### src/sv/hslc_pkg.sv
// Shared types and constants for the HTTP status line checker.
// Used by hslc_class, hslc_parse and http_status_line_checker; no dependencies.
`default_nettype none

package hslc_pkg;

  // Recognizer states, one-hot
  typedef enum logic [12:0] {
    PS_START     = 13'b0000000000001,
    PS_H         = 13'b0000000000010,
    PS_HT        = 13'b0000000000100,
    PS_HTT       = 13'b0000000001000,
    PS_HTTP      = 13'b0000000010000,
    PS_MAJ_FIRST = 13'b0000000100000,
    PS_MAJ       = 13'b0000001000000,
    PS_MIN_FIRST = 13'b0000010000000,
    PS_MIN       = 13'b0000100000000,
    PS_CODE      = 13'b0001000000000,
    PS_AFTER     = 13'b0010000000000,
    PS_TEXT      = 13'b0100000000000,
    PS_ALMOST    = 13'b1000000000000
  } parse_state_t;

  typedef enum logic [1:0] {
    V_MORE   = 2'd0,
    V_ACCEPT = 2'd1,
    V_MASKED = 2'd2,
    V_SYNTAX = 2'd3
  } verdict_t;

  // Class codes; also the bit index into the accept mask
  localparam logic [2:0] CLS_2XX   = 3'd0;
  localparam logic [2:0] CLS_3XX   = 3'd1;
  localparam logic [2:0] CLS_4XX   = 3'd2;
  localparam logic [2:0] CLS_5XX   = 3'd3;
  localparam logic [2:0] CLS_OTHER = 3'd4;

  localparam int unsigned MASK_W = 5;
  localparam int unsigned CODE_W = 10;

  localparam logic [MASK_W-1:0] MASK_RESET = 5'd1;

  // Characters
  localparam logic [7:0] CH_H     = 8'h48;
  localparam logic [7:0] CH_T     = 8'h54;
  localparam logic [7:0] CH_P     = 8'h50;
  localparam logic [7:0] CH_SLASH = 8'h2F;
  localparam logic [7:0] CH_DOT   = 8'h2E;
  localparam logic [7:0] CH_SPACE = 8'h20;
  localparam logic [7:0] CH_0     = 8'h30;
  localparam logic [7:0] CH_1     = 8'h31;
  localparam logic [7:0] CH_9     = 8'h39;
  localparam logic [7:0] CH_CR    = 8'h0D;
  localparam logic [7:0] CH_LF    = 8'h0A;

  // Code range bounds
  localparam logic [CODE_W-1:0] CODE_200 = 10'd200;
  localparam logic [CODE_W-1:0] CODE_300 = 10'd300;
  localparam logic [CODE_W-1:0] CODE_400 = 10'd400;
  localparam logic [CODE_W-1:0] CODE_500 = 10'd500;
  localparam logic [CODE_W-1:0] CODE_600 = 10'd600;

  // Parser context carried from word to word
  typedef struct packed {
    parse_state_t      pstate;
    logic [CODE_W-1:0] accum;
    logic [1:0]        dcount;
  } parse_ctx_t;

  localparam parse_ctx_t CTX_RESET = '{pstate: PS_START, accum: '0, dcount: '0};

  // One result word
  typedef struct packed {
    verdict_t          verdict;
    logic [CODE_W-1:0] code;
    logic [2:0]        cls;
    logic              fault;
  } result_t;

endpackage

`default_nettype wire

### src/sv/hslc_class.sv
// Status code classifier: 2xx/3xx/4xx/5xx/other and the peer fault flag.
// Depends on hslc_pkg.
`default_nettype none

module hslc_class
  import hslc_pkg::*;
(
  input  wire logic [CODE_W-1:0] code,
  output logic      [2:0]        cls,
  output logic                   fault
);

  // Range compares on the completed code
  always_comb begin
    if (code >= CODE_200 && code < CODE_300) begin
      cls = CLS_2XX;
    end else if (code >= CODE_300 && code < CODE_400) begin
      cls = CLS_3XX;
    end else if (code >= CODE_400 && code < CODE_500) begin
      cls = CLS_4XX;
    end else if (code >= CODE_500 && code < CODE_600) begin
      cls = CLS_5XX;
    end else begin
      cls = CLS_OTHER;
    end
  end

  // Anything but 2xx and 3xx is the peer's fault
  assign fault = (cls != CLS_2XX) && (cls != CLS_3XX);

endmodule

`default_nettype wire

### src/sv/hslc_parse.sv
// One recognizer step: next parser context and the result word for one byte.
// Depends on hslc_pkg and hslc_class.
`default_nettype none

module hslc_parse
  import hslc_pkg::*;
(
  input  wire parse_ctx_t        ctx,
  input  wire logic [7:0]        data_byte,
  input  wire logic              restart,
  input  wire logic [MASK_W-1:0] accept_mask,
  output parse_ctx_t             ctx_next,
  output result_t                res
);

  parse_ctx_t        cur;
  parse_ctx_t        stepped;
  logic              bad;
  logic              done;
  logic              is_digit;
  logic [CODE_W-1:0] times10;
  logic [CODE_W-1:0] accum_add;
  logic [1:0]        dcount_inc;
  logic [2:0]        cls;
  logic              fault;

  // Restart clears before the byte is looked at
  assign cur = restart ? CTX_RESET : ctx;

  assign is_digit   = (data_byte >= CH_0) && (data_byte <= CH_9);
  assign times10    = {cur.accum[6:0], 3'b000} + {cur.accum[8:0], 1'b0};
  assign accum_add  = times10 + {6'd0, data_byte[3:0]};
  assign dcount_inc = cur.dcount + 2'd1;

  // State transitions
  always_comb begin
    stepped = cur;
    bad     = 1'b0;
    done    = 1'b0;
    case (cur.pstate)
      PS_H: begin
        if (data_byte == CH_T) stepped.pstate = PS_HT; else bad = 1'b1;
      end
      PS_HT: begin
        if (data_byte == CH_T) stepped.pstate = PS_HTT; else bad = 1'b1;
      end
      PS_HTT: begin
        if (data_byte == CH_P) stepped.pstate = PS_HTTP; else bad = 1'b1;
      end
      PS_HTTP: begin
        if (data_byte == CH_SLASH) stepped.pstate = PS_MAJ_FIRST; else bad = 1'b1;
      end
      PS_MAJ_FIRST: begin
        if (data_byte >= CH_1 && data_byte <= CH_9) stepped.pstate = PS_MAJ;
        else bad = 1'b1;
      end
      PS_MAJ: begin
        if (data_byte == CH_DOT) stepped.pstate = PS_MIN_FIRST;
        else if (!is_digit) bad = 1'b1;
      end
      PS_MIN_FIRST: begin
        if (is_digit) stepped.pstate = PS_MIN; else bad = 1'b1;
      end
      PS_MIN: begin
        if (data_byte == CH_SPACE) stepped.pstate = PS_CODE;
        else if (!is_digit) bad = 1'b1;
      end
      PS_CODE: begin
        // spaces between digits are skipped
        if (data_byte != CH_SPACE) begin
          if (!is_digit) begin
            bad = 1'b1;
          end else begin
            stepped.accum  = accum_add;
            stepped.dcount = dcount_inc;
            if (dcount_inc == 2'd3) stepped.pstate = PS_AFTER;
          end
        end
      end
      PS_AFTER: begin
        if (data_byte == CH_SPACE || data_byte == CH_DOT) stepped.pstate = PS_TEXT;
        else if (data_byte == CH_CR) stepped.pstate = PS_ALMOST;
        else if (data_byte == CH_LF) done = 1'b1;
        else bad = 1'b1;
      end
      PS_TEXT: begin
        if (data_byte == CH_CR) stepped.pstate = PS_ALMOST;
        else if (data_byte == CH_LF) done = 1'b1;
      end
      PS_ALMOST: begin
        if (data_byte == CH_LF) done = 1'b1; else bad = 1'b1;
      end
      default: begin
        if (data_byte == CH_H) stepped.pstate = PS_H; else bad = 1'b1;
      end
    endcase
  end

  hslc_class u_class (
    .code  (stepped.accum),
    .cls   (cls),
    .fault (fault)
  );

  // Result word and context update
  always_comb begin
    res.code    = stepped.accum;
    res.cls     = 3'd0;
    res.fault   = 1'b0;
    res.verdict = V_MORE;
    ctx_next    = stepped;
    if (bad) begin
      res.verdict = V_SYNTAX;
      ctx_next    = CTX_RESET;
    end else if (done) begin
      res.cls     = cls;
      res.fault   = fault;
      res.verdict = accept_mask[cls] ? V_ACCEPT : V_MASKED;
      ctx_next    = CTX_RESET;
    end
  end

endmodule

`default_nettype wire

### config.mk
export PLATFORM = sky130hd
export DESIGN_NAME = hslc_parse
export DESIGN_NICKNAME = d
export VERILOG_FILES = /design/src/sv/hslc_pkg.sv /design/src/sv/hslc_class.sv /design/src/sv/hslc_parse.sv
export SDC_FILE = /design/constraint.sdc
export NUM_CORES = 1
export LEC_CHECK = 0
export ABC_AREA = 1
export BUFFER_PORTS_ARGS = -buffer_cell sky130_fd_sc_hd__buf_2
export CAP_MARGIN = 20
export CORE_ASPECT_RATIO = 2
export CORE_MARGIN = 2
export CORE_UTILIZATION = 45
export DETAILED_ROUTE_END_ITERATION = 16
export PLACE_DENSITY_LB_ADDON = 0.12
export SETUP_SLACK_MARGIN = 0.1
export SYNTH_ARGS = -nofsm -noshare
export SYNTH_HDL_FRONTEND = slang
export SYNTH_SLANG_ARGS = --single-unit
### constraint.sdc
create_clock -name vclk -period 14.8
set_input_delay 2.96 -clock vclk [all_inputs]
set_output_delay 2.96 -clock vclk [all_outputs]
set_load 0.03 [all_outputs]
# After elaboration in Yosys (flattened, before gate mapping)
# Index checks and enable logic that the tools add are counted.
[totals]
register_bits = 0
in_bits = 39
out_inout_bits = 41
elab_cells = 95
[classes]
addsub = 3
n_lt_le_gt_ge = 12
n_eq_ne = 23
muxes = 47
reduce_logical = 10
[ops]
columns = ["op", "n"]
rows = [
  ["$mux W13", 12],
  ["$pmux W13 S12", 1],
  ["$mux W25", 5],
  ["$ge A10 B9 Y1 const B", 3],
  ["$lt A10 B9 Y1 const B", 3],
  ["$eq A8 B6 Y1 const B", 3],
  ["$eq A8 B7 Y1 const B", 3],
  ["$eq A8 B4 Y1 const B", 2],
  ["$ge A8 B6 Y1 const B", 2],
  ["$mux W1", 16],
  ["$eq A13 B10 Y1 const B", 1],
  ["$eq A13 B11 Y1 const B", 1],
  ["$eq A13 B12 Y1 const B", 1],
  ["$eq A13 B13 Y1 const B", 1],
  ["$eq A13 B2 Y1 const B", 1],
  ["$eq A13 B3 Y1 const B", 1],
  ["$eq A13 B4 Y1 const B", 1],
  ["$eq A13 B5 Y1 const B", 1],
  ["$eq A13 B6 Y1 const B", 1],
  ["$eq A13 B7 Y1 const B", 1],
  ["$eq A13 B8 Y1 const B", 1],
  ["$eq A13 B9 Y1 const B", 1],
  ["$mux W12", 1],
  ["$mux W3", 4],
  ["other kinds (19)", 28],
]

# Logic depth before layout (Yosys ltp)
[logic_depth]
word_depth = 18
depth_mapped = 32
mapped_depth_nobuf = 29

# Modules after synthesis
# From an unflattened synthesis, not the netlist that was laid out.
[unflattened]
hier_cells = 423
hier_area_um2 = 2177.1
[modules_own_cells]
columns = ["module", "n_inst", "cells_each", "area_per_inst_um2", "seq_area_each_um2"]
rows = [
  ["hslc_parse", 1, 372, 1949.4, 0.0],
  ["hslc_class", 1, 51, 227.7, 0.0],
]

# Least setup slack after synthesis
# Ideal clock, no wire load.
[synth_path]
path_type = "input-to-output"
from = "input restart"
to = "output res[2] in the netlist's numbering"
t_arrival_ns = 6.799
t_required_ns = 11.840
setup_slack_ns = 5.041
stages = 22
n_path_buf = 3
cell_sequence = "buf_6 > inv_6 > buf_6 > buf_6 > nand2_1 > fa_1 > fa_1 > inv_1 > nand3_1 > nand3b_1 > nand2_1 > nand2_1 > nand2_1 > a21boi_2 > nand2_2 > o21bai_4 > nor2_1 > nand2_2 > o21ai_1 > nor2_1 > inv_1 > nor2_1"
[synth_lines]
columns = ["element", "line", "rtl"]
rows = [
  ["from (decl)", "hslc_parse.sv:10", "input wire logic restart,"],
  ["to (decl)", "hslc_parse.sv:13", "output result_t res"],
]

==> out/metrics.cfg <==
[route]
drtAntennaViolNets = 0
dr.pass1.iters = 4
viasPerCell = 5.19
drc_errors = 0
drt-initial-drc-count = 101
num_vias = 3045
wl_per_cell_um = 12.9
routed_wl_mm = 7.56

[floorplan]
dieArea_um2 = 5950
core-area_um2 = 5140
num_rows = 37
start_util = 0.465
boundaryPins = 80
die_y_um = 107
die_w_um = 55.5

[critical_path]
critPathArrivalTime_ns = 6.39
cp_max_fo = 27
cp-startpoint = restart
path_buf_inv = 5
required_ns = 11.84
critPathMaxStageDelay_ns = 0.53
crit_slowest_cell = fa_1
cpMostUsedCell = nand2_1
critPathTopFamily = simple AND/OR/NAND/NOR gates
path_cells = buf_2, inv_6, nand2_1, fa_1, fa_1, inv_1, nand3_1, nand3b_1, nand2_1, nand2_1, nand2_1, a21boi_2, nand2_2, o21bai_4, nand3_2, nand2_1, inv_2, nand2_2, nand3_2, nand2_2, nand2_1, o21bai_2, buf_2
critPathLaunchType = primary input
end_kind = output port
timing_worst_setup_path_type = in2out

[sta]
slew_headroom = 0.492
fin_crit_ns = 9.35
setup-violations-final = 0
hold_violations = 0
drv_slew = 0
hold_ws_ns = 6.26
rsz0062_at_grt = false
worstMarginPinSlew_ns = 0.755
setup-tns-final_ns = 0
fmax_mhz = 107
finalCritPeriodShare = 0.632
fin_ws_ns = 5.45

[global_route]
busiest_layer = met2
grt_max_degree = 28
gr-usage-met3 = 0.00241
gr-usage-met1 = 0.225
gr-total-overflow = 0
gr-usage-met2 = 0.558
grt_usage = 0.258
grt_pass1_vias = 2999
antenna_found_initial = 0
grt_pass1_wl_mm = 12.5

[final_layout]
synthToLayoutAreaGrowth_pct = 17.4
seq_cell_count = 0
n_antenna_cell = 0
mostFrequentLayoutCells = 128 x nand2_1, 80 x buf_2, 72 x inv_1
seqCellArea_um2 = 0
layout_commonest_cell = nand2_1
finalCoreUtilization = 0.546
finalNonFillerCells = 587
nNetsFinal = 587
drive_gt1_frac = 0.291
clkbuf_count = 0

[pwr]
vdd_ir_drop_max_v = 0.0000138
cellPowerDensity_nw_per_um2 = 23.6
p_leak_nw = 1.71

[clock_network]
postCtsSetupBuffers = 0
hold_buffers = 0
cts_resized = 0

[flow_run]
max_cap_violations = 0

[synth]
synth_cell_types = 42
syn_avg_cell_area_um2 = 5.26
syn_nets = 511
syn_inst = 455
syn_area_um2 = 2390
yosys_warnings = 0
ys_seq_area_frac = 0

[run_status]
status = complete, no violations

[placed_design]
dp_slack_ns = 5.44
dp_hpwl_mm = 6.69
place_congestion = 0.952
portBuffers = 80
dpl.cell_count = 587

[min_path]
worstHoldStart = data_byte[0]
hold_path_class = in2out

==> metrics by stage <==
step	instance area, um^2	total power [mW]
floorplan	2390	0.0480
global placement	2810	0.0653
detailed placement	2810	0.0661
CTS	2810	0.0663
global route	2810	0.0747
finish	2810	0.0663
==> final cells by class <==
type                            instances  area, um^2
Fill cell                             575        2330
Multi-Input combinational cell        366        2010
Timing Repair Buffer                   81         408
Inverter                               82         313
Tap cell                               58        72.6
==> final timing paths <==
| check | endpoint | cells after the start | slack [ns] |
|---|---|---|---|
| max | res[14] | 23 | 5.45 |
| min | ctx_next[19] | 3 | 6.26 |
==> routing by layer <==
metal	vias to the layer above	part of all wire
li1	1588	-
met1	1352	0.33
met2	79	0.58
met3	26	0.027
met4	0	0.061
met5	-	0
==> worst min-delay path, cell delays in order <==
cell and delay (ns):
buf_2 0.11, nor3_1 0.06, buf_2 0.17
==> cells by family after synthesis <==
kind of cell               after synthesis  synth area share
AOI/OAI and AO/OA                       41             0.115
xor gates and xnor gates                 2           0.00733
buffers and inverters                   89             0.158
and+or+nand+nor                        306             0.625
adders and majority gates               17            0.0952
==> power by group <==
group | leakage (nW) | internal (mW) | switching (mW) | total [mW]
Combinational | 1.71 | 0.0223 | 0.0440 | 0.0663
Sequential | 0 | 0 | 0 | 0
Clock | 0 | 0 | 0 | 0
==> synth_stat cells (all sizes together) <==
master,instances,share of area
xor2,1,0.0037
nor2,79,0.16
nand3,44,0.10
nand3b,4,0.018
a211oi,1,0.0031
o211ai,1,0.0031
a22oi,1,0.0031
nand4,11,0.029
a21oi,16,0.033
a221oi,1,0.0037
buf,6,0.026
a21boi,1,0.0047
nand2,152,0.27
o21a,1,0.0031
clkbuf,1,0.0016
nor4,3,0.010
inv,81,0.13
ha,15,0.078
xnor2,1,0.0037
o21ai,16,0.044
nor3,12,0.027
or2,1,0.0026
fa,2,0.017
clkinv,1,0.0016
o21bai,3,0.016
(Power assumes the default switching activity.)
